**src/design/btx_pkg.sv**
```systemverilog
`timescale 1ns / 1ps

package btx_pkg;

    // Table and stack sizes.
    localparam int NUM_NODES    = 64;
    localparam int MAX_CHILDREN = 8;
    localparam int STACK_DEPTH  = 16;

    // Field widths.
    localparam int NODE_W   = 6;
    localparam int KIND_W   = 2;
    localparam int CNT_W    = 4;
    localparam int SLOT_W   = 3;
    localparam int ST_W     = 2;
    localparam int OP_W     = 2;
    localparam int EV_W     = 2;
    localparam int ERR_W    = 2;
    localparam int CHILD_AW = NODE_W + SLOT_W;
    localparam int DEPTH_W  = $clog2(STACK_DEPTH + 1);
    localparam int TOP_W    = $clog2(STACK_DEPTH);
    localparam int IN_W     = 24;
    localparam int OUT_W    = 16;

    // Operation codes carried in s_tuser.
    localparam logic [OP_W-1:0] OP_WRITE_NODE  = 2'd0;
    localparam logic [OP_W-1:0] OP_WRITE_CHILD = 2'd1;
    localparam logic [OP_W-1:0] OP_TICK        = 2'd2;
    localparam logic [OP_W-1:0] OP_RESULT      = 2'd3;

    // Node kinds.
    localparam logic [KIND_W-1:0] KIND_SEQUENCE = 2'd1;
    localparam logic [KIND_W-1:0] KIND_FALLBACK = 2'd2;

    // Status codes.
    localparam logic [ST_W-1:0] ST_SUCCESS = 2'd0;
    localparam logic [ST_W-1:0] ST_FAILURE = 2'd1;
    localparam logic [ST_W-1:0] ST_RUNNING = 2'd2;

    // Event codes carried in m_tuser.
    localparam logic [EV_W-1:0] EV_ACTION   = 2'd0;
    localparam logic [EV_W-1:0] EV_FINISHED = 2'd1;
    localparam logic [EV_W-1:0] EV_ERROR    = 2'd2;

    // Error codes.
    localparam logic [ERR_W-1:0] ERR_NONE       = 2'd0;
    localparam logic [ERR_W-1:0] ERR_OVERFLOW   = 2'd1;
    localparam logic [ERR_W-1:0] ERR_UNEXPECTED = 2'd2;

    // Commands from the controller to the datapath.
    typedef struct packed {
        logic              load_in;
        logic              push_root;
        logic              rd;
        logic              pop;
        logic              set_last;
        logic [ST_W-1:0]   last_val;
        logic              descend;
        logic              clear_stack;
        logic              set_await;
        logic              clr_await;
        logic              emit;
        logic [EV_W-1:0]   ev;
        logic [ST_W-1:0]   st;
        logic [ERR_W-1:0]  err;
    } cmd_t;

    // Status from the datapath to the controller.
    typedef struct packed {
        logic              depth_zero;
        logic              full;
        logic              awaiting;
        logic [KIND_W-1:0] kind;
        logic              pos_zero;
        logic              pos_ge_cnt;
        logic [ST_W-1:0]   last_status;
        logic              out_free;
    } stat_t;

endpackage

```
**src/design/behavior_tree_executor.sv**
```systemverilog
`timescale 1ns / 1ps
// Table writes are taken in the idle state. A tick or an action result is accepted in
// the idle state, then each stack frame visited passes a read state (registered node
// and child table read) and an evaluation state; an empty stack closes the walk.
// One item is handled at a time; the next is taken once the result register is free.
// Reset (rst_n low, asynchronous) empties the stack, clears the last status, the
// awaiting flag and root_node; the node and child tables keep no reset value.

module behavior_tree_executor
    import btx_pkg::*;
(
    input  logic              clk,
    input  logic              rst_n,
    input  logic              s_tvalid,
    output logic              s_tready,
    // [5:0] node_index, [7:6] node_kind, [11:8] number of children, [14:12] child_slot,
    // [20:15] child_node, [22:21] action_status
    input  logic [IN_W-1:0]   s_tdata,
    // [1:0] operation
    input  logic [OP_W-1:0]   s_tuser,
    output logic              m_tvalid,
    input  logic              m_tready,
    // [5:0] action_node, [7:6] tick_status, [9:8] error_code
    output logic [OUT_W-1:0]  m_tdata,
    // [1:0] event_res
    output logic [EV_W-1:0]   m_tuser,
    input  logic              cfg_valid,
    output logic              cfg_ready,
    input  logic [NODE_W-1:0] cfg_data
);

    cmd_t  cmd;
    stat_t stat;

    // The root register takes a write in any cycle.
    assign cfg_ready = 1'b1;

    btx_ctrl u_ctrl (
        .clk       (clk),
        .rst_n     (rst_n),
        .s_tvalid  (s_tvalid),
        .s_tready  (s_tready),
        .in_op     (s_tuser),
        .in_status (s_tdata[22:21]),
        .stat      (stat),
        .cmd       (cmd)
    );

    btx_dp u_dp (
        .clk       (clk),
        .rst_n     (rst_n),
        .s_tdata   (s_tdata),
        .s_tuser   (s_tuser),
        .m_tvalid  (m_tvalid),
        .m_tready  (m_tready),
        .m_tdata   (m_tdata),
        .m_tuser   (m_tuser),
        .cfg_valid (cfg_valid),
        .cfg_data  (cfg_data),
        .cmd       (cmd),
        .stat      (stat)
    );

endmodule

```
**src/design/btx_ctrl.sv**
```systemverilog
`timescale 1ns / 1ps

module btx_ctrl
    import btx_pkg::*;
(
    input  logic              clk,
    input  logic              rst_n,
    input  logic              s_tvalid,
    output logic              s_tready,
    input  logic [OP_W-1:0]   in_op,
    input  logic [ST_W-1:0]   in_status,
    input  stat_t             stat,
    output cmd_t              cmd
);

    localparam logic [1:0] S_IDLE = 2'd0;
    localparam logic [1:0] S_READ = 2'd1;
    localparam logic [1:0] S_EVAL = 2'd2;

    logic [1:0] state_reg;
    logic [1:0] state_next;
    logic       is_seq;
    logic       is_fb;
    logic       accept;

    assign s_tready = (state_reg == S_IDLE) && stat.out_free;
    assign accept   = s_tvalid && s_tready;
    assign is_seq   = (stat.kind == KIND_SEQUENCE);
    assign is_fb    = (stat.kind == KIND_FALLBACK);

    // State register.
    always_ff @(posedge clk or negedge rst_n)
    begin
        if (!rst_n)
        begin
            state_reg <= S_IDLE;
        end
        else
        begin
            state_reg <= state_next;
        end
    end

    // Next state and command decode.
    always_comb
    begin
        state_next = state_reg;
        cmd        = '0;
        cmd.load_in = accept;
        case (state_reg)
            S_IDLE:
            begin
                if (accept)
                begin
                    if (in_op == OP_TICK)
                    begin
                        if (stat.awaiting)
                        begin
                            cmd.emit = 1'b1;
                            cmd.ev   = EV_ERROR;
                            cmd.err  = ERR_UNEXPECTED;
                        end
                        else
                        begin
                            cmd.push_root = stat.depth_zero;
                            state_next    = S_READ;
                        end
                    end
                    else if (in_op == OP_RESULT)
                    begin
                        if (!stat.awaiting || in_status > ST_RUNNING)
                        begin
                            cmd.emit = 1'b1;
                            cmd.ev   = EV_ERROR;
                            cmd.err  = ERR_UNEXPECTED;
                        end
                        else if (in_status == ST_RUNNING)
                        begin
                            cmd.clr_await = 1'b1;
                            cmd.emit      = 1'b1;
                            cmd.ev        = EV_FINISHED;
                            cmd.st        = ST_RUNNING;
                        end
                        else
                        begin
                            cmd.clr_await = 1'b1;
                            cmd.set_last  = 1'b1;
                            cmd.last_val  = in_status;
                            cmd.pop       = 1'b1;
                            state_next    = S_READ;
                        end
                    end
                end
            end
            S_READ:
            begin
                // An empty stack ends the tick; otherwise fetch the top frame's entries.
                if (stat.depth_zero)
                begin
                    cmd.emit   = 1'b1;
                    cmd.ev     = EV_FINISHED;
                    cmd.st     = stat.last_status;
                    state_next = S_IDLE;
                end
                else
                begin
                    cmd.rd     = 1'b1;
                    state_next = S_EVAL;
                end
            end
            S_EVAL:
            begin
                if (!is_seq && !is_fb)
                begin
                    // Execution node: request its action.
                    cmd.set_await = 1'b1;
                    cmd.emit      = 1'b1;
                    cmd.ev        = EV_ACTION;
                    state_next    = S_IDLE;
                end
                else if (!stat.pos_zero &&
                         stat.last_status == (is_seq ? ST_FAILURE : ST_SUCCESS))
                begin
                    cmd.pop    = 1'b1;
                    state_next = S_READ;
                end
                else if (stat.pos_ge_cnt)
                begin
                    cmd.set_last = 1'b1;
                    cmd.last_val = is_seq ? ST_SUCCESS : ST_FAILURE;
                    cmd.pop      = 1'b1;
                    state_next   = S_READ;
                end
                else if (stat.full)
                begin
                    cmd.clear_stack = 1'b1;
                    cmd.emit        = 1'b1;
                    cmd.ev          = EV_ERROR;
                    cmd.err         = ERR_OVERFLOW;
                    state_next      = S_IDLE;
                end
                else
                begin
                    cmd.descend = 1'b1;
                    state_next  = S_READ;
                end
            end
            default:
            begin
                state_next = S_IDLE;
            end
        endcase
    end

endmodule

```
**src/design/btx_dp.sv**
```systemverilog
`timescale 1ns / 1ps

module btx_dp
    import btx_pkg::*;
(
    input  logic              clk,
    input  logic              rst_n,
    input  logic [IN_W-1:0]   s_tdata,
    input  logic [OP_W-1:0]   s_tuser,
    output logic              m_tvalid,
    input  logic              m_tready,
    output logic [OUT_W-1:0]  m_tdata,
    output logic [EV_W-1:0]   m_tuser,
    input  logic              cfg_valid,
    input  logic [NODE_W-1:0] cfg_data,
    input  cmd_t              cmd,
    output stat_t             stat
);

    // Input fields.
    logic [NODE_W-1:0] in_node;
    logic [KIND_W-1:0] in_kind;
    logic [CNT_W-1:0]  in_count;
    logic [SLOT_W-1:0] in_slot;
    logic [NODE_W-1:0] in_child;
    logic [CNT_W-1:0]  cnt_clamp;

    assign in_node  = s_tdata[5:0];
    assign in_kind  = s_tdata[7:6];
    assign in_count = s_tdata[11:8];
    assign in_slot  = s_tdata[14:12];
    assign in_child = s_tdata[20:15];
    assign cnt_clamp = (in_count > CNT_W'(MAX_CHILDREN)) ? CNT_W'(MAX_CHILDREN) : in_count;

    // Table memories and their registered read data.
    logic [KIND_W+CNT_W-1:0] kc_mem [NUM_NODES];
    logic [NODE_W-1:0]       child_mem [NUM_NODES*MAX_CHILDREN];
    logic [KIND_W+CNT_W-1:0] kc_rd;
    logic [NODE_W-1:0]       child_rd;

    // Frame stack.
    logic [NODE_W-1:0]  frame_node_reg [STACK_DEPTH];
    logic [CNT_W-1:0]   frame_pos_reg  [STACK_DEPTH];
    logic [DEPTH_W-1:0] depth_reg;
    logic [DEPTH_W-1:0] depth_next;
    logic [ST_W-1:0]    last_reg;
    logic [ST_W-1:0]    last_next;
    logic               await_reg;
    logic               await_next;
    logic [NODE_W-1:0]  root_reg;
    logic [NODE_W-1:0]  root_next;
    logic               out_valid_reg;
    logic               out_valid_next;
    logic [OUT_W-1:0]   out_data_reg;
    logic [EV_W-1:0]    out_ev_reg;

    logic [TOP_W-1:0]   top_idx;
    logic [TOP_W-1:0]   push_idx;
    logic [NODE_W-1:0]  top_node;
    logic [CNT_W-1:0]   top_pos;
    logic [NODE_W-1:0]  act_node;
    logic [ST_W-1:0]    out_st;
    logic [ERR_W-1:0]   out_err;

    assign top_idx  = TOP_W'(depth_reg - 1'b1);
    assign push_idx = depth_reg[TOP_W-1:0];
    assign top_node = frame_node_reg[top_idx];
    assign top_pos  = frame_pos_reg[top_idx];

    // Node entry memory: written by node writes, read for the top frame.
    always_ff @(posedge clk)
    begin
        if (cmd.load_in && s_tuser == OP_WRITE_NODE)
        begin
            kc_mem[in_node] <= {in_kind, cnt_clamp};
        end
        if (cmd.rd)
        begin
            kc_rd <= kc_mem[top_node];
        end
    end

    // Child slot memory.
    always_ff @(posedge clk)
    begin
        if (cmd.load_in && s_tuser == OP_WRITE_CHILD)
        begin
            child_mem[{in_node, in_slot}] <= in_child;
        end
        if (cmd.rd)
        begin
            child_rd <= child_mem[{top_node, top_pos[SLOT_W-1:0]}];
        end
    end

    // Frame contents: root push, position advance and child push.
    always_ff @(posedge clk)
    begin
        if (cmd.push_root)
        begin
            frame_node_reg[0] <= root_reg;
            frame_pos_reg[0]  <= '0;
        end
        if (cmd.descend)
        begin
            frame_pos_reg[top_idx]   <= CNT_W'(top_pos + 1'b1);
            frame_node_reg[push_idx] <= child_rd;
            frame_pos_reg[push_idx]  <= '0;
        end
    end

    // Control state next values.
    always_comb
    begin
        depth_next     = depth_reg;
        last_next      = last_reg;
        await_next     = await_reg;
        root_next      = root_reg;
        out_valid_next = out_valid_reg;
        if (cfg_valid)
        begin
            root_next = cfg_data;
        end
        if (cmd.push_root)
        begin
            depth_next = DEPTH_W'(1);
        end
        if (cmd.pop && depth_reg != '0)
        begin
            depth_next = DEPTH_W'(depth_reg - 1'b1);
        end
        if (cmd.descend)
        begin
            depth_next = DEPTH_W'(depth_reg + 1'b1);
        end
        if (cmd.clear_stack)
        begin
            depth_next = '0;
        end
        if (cmd.set_last)
        begin
            last_next = cmd.last_val;
        end
        if (cmd.set_await)
        begin
            await_next = 1'b1;
        end
        if (cmd.clr_await)
        begin
            await_next = 1'b0;
        end
        if (m_tready)
        begin
            out_valid_next = 1'b0;
        end
        if (cmd.emit)
        begin
            out_valid_next = 1'b1;
        end
    end

    always_ff @(posedge clk or negedge rst_n)
    begin
        if (!rst_n)
        begin
            depth_reg     <= '0;
            last_reg      <= ST_SUCCESS;
            await_reg     <= 1'b0;
            root_reg      <= '0;
            out_valid_reg <= 1'b0;
        end
        else
        begin
            depth_reg     <= depth_next;
            last_reg      <= last_next;
            await_reg     <= await_next;
            root_reg      <= root_next;
            out_valid_reg <= out_valid_next;
        end
    end

    // Output payload: fields that do not belong to the event read as zero.
    assign act_node = (cmd.ev == EV_ACTION) ? top_node : '0;
    assign out_st   = (cmd.ev == EV_FINISHED) ? cmd.st : ST_SUCCESS;
    assign out_err  = (cmd.ev == EV_ERROR) ? cmd.err : ERR_NONE;

    always_ff @(posedge clk)
    begin
        if (cmd.emit)
        begin
            out_data_reg <= {6'd0, out_err, out_st, act_node};
            out_ev_reg   <= cmd.ev;
        end
    end

    assign m_tvalid = out_valid_reg;
    assign m_tdata  = out_data_reg;
    assign m_tuser  = out_ev_reg;

    // Status towards the controller.
    always_comb
    begin
        stat             = '0;
        stat.depth_zero  = (depth_reg == '0);
        stat.full        = (depth_reg == DEPTH_W'(STACK_DEPTH));
        stat.awaiting    = await_reg;
        stat.kind        = kc_rd[KIND_W+CNT_W-1:CNT_W];
        stat.pos_zero    = (top_pos == '0);
        stat.pos_ge_cnt  = (top_pos >= kc_rd[CNT_W-1:0]);
        stat.last_status = last_reg;
        stat.out_free    = !out_valid_reg || m_tready;
    end

endmodule

```
**config.mk**
```make
export PLATFORM = sky130hd
export DESIGN_NAME = behavior_tree_executor
export DESIGN_NICKNAME = d
export VERILOG_FILES = /design/src/design/btx_pkg.sv /design/src/design/behavior_tree_executor.sv /design/src/design/btx_ctrl.sv /design/src/design/btx_dp.sv
export SDC_FILE = /design/constraint.sdc
export NUM_CORES = 2
export LEC_CHECK = 0
export ABC_AREA = 1
export BUFFER_PORTS_ARGS = -buffer_cell sky130_fd_sc_hd__buf_2
export CAP_MARGIN = 20
export CORE_ASPECT_RATIO = 0.75
export CORE_MARGIN = 3
export CORE_UTILIZATION = 59
export CTS_BUF_LIST = sky130_fd_sc_hd__clkbuf_2 sky130_fd_sc_hd__clkbuf_4 sky130_fd_sc_hd__clkbuf_8
export DETAILED_ROUTE_END_ITERATION = 8
export PLACE_DENSITY = 0.76
export SYNTH_ARGS = -nofsm -noshare
export SYNTH_HDL_FRONTEND = slang
export SYNTH_HIERARCHICAL = 1
export SYNTH_SLANG_ARGS = --single-unit
```
**constraint.sdc**
```tcl
create_clock -name clk -period 4.8 [get_ports clk]
set_input_delay 0.48 -clock clk [delete_from_list [all_inputs] [get_ports clk]]
set_output_delay 0.48 -clock clk [all_outputs]
set_load 0.1 [all_outputs]
```
==> summary.txt <==
OUTCOME
-----------------------------------------------------------------------------------------
Run status                                                                      completed

SETUP PATH
-----------------------------------------------------------------------------------------
Cell class contributing the biggest share of worst-path delay                simple AND/OR/NAND/NOR gates
Maximum cell stage delay along the critical path                                  0.54 ns
Category of the critical setup timing path                                        reg2reg
Critical Path AT                                                                  5.53 ns
Critical Path Slowest Stage Cell                                                    buf_4
Total number of cells along the worst setup path                                       20
Highest net fanout along the worst path                                                44
Type of origin of the critical path                                                  flop
Crit path buffers/inverters                                                             6
Worst endpoint required time                                                      5.67 ns
Worst Setup End Kind                                                                 flop
Cell mode on critical path                                                        nand3_1
Reg2Reg Capture Point                                                        u_dp/child_rd[0]
Cell-by-cell listing of the critical path                                    inv_1 > ha_1 > inv_1 > buf_12 > a21oi_1 > o21ai_0 > nand3_1 > nand3_1 > nand2_8 > inv_8 > buf_4 > buf_4 > nand3_1 > nand3_1 > nand3_1 > nand3_1 > nand3_1 > nand3_1 > nand3_1 > nand2_1
Worst Setup SP                                                               u_dp/depth_reg[1]
Slack of the worst reg-to-reg path                                                0.14 ns
Worst Reg2Reg Path Length in Cells                                                     20
R2R Path Start                                                               u_dp/depth_reg[1]

GLOBAL ROUTE
-----------------------------------------------------------------------------------------
Global-route wire length before repair                                          614000 um
Initial antenna violation count                                                        16
Maximum number of pins on one net before global-route repair                          133
Global route total overflow                                                             0
Via count of the first global-routing pass                                         101000
Aggregate global-route resource usage                                               30.9%

YOSYS
-----------------------------------------------------------------------------------------
Netlist area before placement                                                  151000 um2
Post-synth top area share                                                           71.2%
Top_reg_cell synth                                                               edfxtp_1
Gate count after technology mapping                                                 12800
Synthesized area divided by synthesized cell count                               11.8 um2
Area leader, netlist                                                             edfxtp_1
Area contributors post-synth                                                 edfxtp_1 (71%), nand3_1 (13%), nand2_1 (6.9%), nor2_1 (1.9%), buf_2 (1.4%)
Register area share after synthesis                                                 72.4%
Cell variety after synth                                                               44
Warnings, synthesis                                                                     6
Register bit total from synthesis                                                    3657
Count of flip-flops with a built-in enable after synthesis                           3576
Proportion of register bits with asynchronous set or reset after synthesis         0.465%

FLOORPLAN
-----------------------------------------------------------------------------------------
Placeable Area                                                                 254000 um2
DIE WIDTH                                                                          590 um
Initial Utilization                                                                 59.4%
Total Die Area                                                                 262000 um2
Chip Height                                                                        444 um
Row Count                                                                             160
I/O pin cnt                                                                            58

STA
-----------------------------------------------------------------------------------------
Final Hold Vio Count                                                                    0
Worst Skew                                                                      0.0514 ns
Maximum operating frequency                                                     0.215 GHz
Fin Setup TNS                                                                        0 ns
Worst slew margin                                                                   18.6%
RSZ-0062 raised after global routing                                                   no
Count of final setup violators                                                          0
Post-route fraction of the period consumed by the critical path                     97.0%
Shortest clock period the worst path allows after layout                          4.66 ns
Slew Limit Fails                                                                        0
Actual transition at the worst max-transition pin                                 1.22 ns

CELLS AND AREA
-----------------------------------------------------------------------------------------
Largest register FFs                                                                 3072
Layout cell share with drive strength beyond 1                                      10.6%
Fill cell total of the finished layout                                              18000
Synth-to-Final Area Change                                                          10.2%
Final nets                                                                          12900
Number of cells in the finished layout apart from fillers                           16700

ROUTE
-----------------------------------------------------------------------------------------
Detail Route Antenna Nets                                                               0
Pre-Repair DR Iteration Count                                                           9
Number of vias in the routed layout                                                105000
Drt wl/cell                                                                       24.7 um
Wire length reported by the detailed router                                     412000 um
Total DRC errors in the routed layout                                                   0
Detailed-route vias per instance                                                     6.31
Iteration-0 DRC Markers                                                             15900

CLOCK TREE
-----------------------------------------------------------------------------------------
Depth of the CTS H-tree                                                                 6
Deepest clock path buffer count                                                         4
Clock-pin slew on the worst setup and hold paths                                  0.06 ns
Clock root buffer                                                                clkbuf_8
Clock tree from TritonCTS                                                           built
Clock sink count                                                                     3657
Number of buffers added by the clock tree synthesis step                              547
Later-pin clock latency in the skew report                                        1.05 ns

MIN PATH
-----------------------------------------------------------------------------------------
Worst Hold End                                                               u_dp/kc_mem[57][4]
Min-Delay Path Depth                                                                    2
Path type of the worst min-delay path                                              in2reg
Hold_sp                                                                        s_tdata[6]

PLACEMENT
-----------------------------------------------------------------------------------------
Input/output buffers                                                                   49
Detailed placer's ending HPWL                                                   244000 um
Placed cells                                                                        15700
RD Place Congestion                                                                 0.926

JOB
-----------------------------------------------------------------------------------------
Max Cap Viol                                                                            0

cell usage after synthesis, types with 2 or more instances:
cell and count:
dfrtp_1 17, conb_1 3, mux2_2 2, or2_2 85, nor3_1 18, o21ai_1 7
nor2_2 6, clkbuf_1 401, nand4_1 4, ha_1 13, a22o_1 6, a22oi_1 3
a221oi_4 2, xnor2_1 2, nand3_1 3771, edfxtp_1 3576, inv_1 180, inv_4 2
buf_1 54, o211ai_1 196, o22ai_1 20, nand2_1 2789, buf_2 417, dfxtp_1 64
a21oi_1 87, buf_6 11, o21ai_0 193, buf_4 75, and3_1 4, nand2_2 7
nor2_1 747, a32o_1 4, a221oi_2 2, inv_2 10
stage by stage:
step | area [um2] | utilization [%] | hold WS, ns | setup WS (ns)
CTS | 166000 | 65.4 | 0.0288 | 0.249
global placement | 155000 | 61.2 | 0.426 | 0.362
global route | 166000 | 65.4 | 0.135 | 0.0210
floorplan | 151000 | - | 0.184 | 0.0121
finish | 166000 | 65.4 | 0.136 | 0.143
detailed placement | 155000 | 61.2 | 0.436 | 0.301
area by class of cell:
cell class | count | area (um2) | share of cell area, %
clock buffers | 735 | 9090 | 5.47
multi-input cells | 7986 | 36800 | 22.1
repair buffers | 465 | 4960 | 2.99
diodes | 10 | 25.0 | 0.0151
clock inverters | 205 | 1150 | 0.694
inverters | 192 | 757 | 0.456
flip-flops and latches | 3657 | 109000 | 65.7
well taps | 3402 | 4260 | 2.56
worst register-to-register path: stages (launching register included):
cell,delay (ns)
dfrtp_1,0.42
inv_1,0.23
ha_1,0.30
inv_1,0.15
buf_12,0.19
a21oi_1,0.07
o21ai_0,0.18
nand3_1,0.12
nand3_1,0.20
nand2_8,0.15
inv_8,0.26
buf_4,0.57
buf_4,0.32
nand3_1,0.15
nand3_1,0.11
nand3_1,0.21
nand3_1,0.29
nand3_1,0.13
nand3_1,0.13
nand3_1,0.19
nand2_1,0.13
cells by family after synthesis:
family / synth area share, %
flip-flops: 72.4
buffers and inverters: 3.45
other: 0.00747
adder cells (fa/ha/maj): 0.108
AND/OR/NAND/NOR: 21.9
AO/OA/AOI/OAI: 2.15
XOR/XNOR: 0.0282
multiplexers: 0.0149
cells in the final DEF, fill, tap and decap left out, drive strengths merged, types with 87 or more instances in the layout:
cell type,count
nand3,3772
edfxtp,3576
clkbuf,735
o21ai,201
nor2,755
clkinv,169
inv,205
o211ai,196
a21oi,87
nand2,2796
buf,429
worst max-delay path by stage:
stage	end	slack (ns)
after CTS	u_dp/child_rd[3]	0.25
final	u_dp/child_rd[0]	0.14
after floorplan	u_dp/frame_node_reg[0][0]	0.01
after detailed placement	u_dp/child_rd[3]	0.30
after global routing	u_dp/child_rd[4]	0.02
after global placement	u_dp/child_rd[4]	0.36
timing repair:
action	in CTS	in global routing
setup buffers	0	3
hold buffers	35	1
hold endpoints to repair	338	2
endpoints found under the setup margin	0	28
resized for setup	0	5
routing by layer:
| metal | global-route usage (%) | vias up | part of all wire [%] |
|---|---|---|---|
| met5 | 0 | - | 0.011 |
| met2 | 45.4 | 7538 | 44 |
| met1 | 43.6 | 50300 | 37 |
| met4 | 12.5 | 8 | 4.3 |
| met3 | 8.98 | 1092 | 15 |
| li1 | - | 46100 | - |
Power is left out: the tool's default activity adds up to more than one toggle a clock period on the data nets, which glitch-free logic cannot reach.
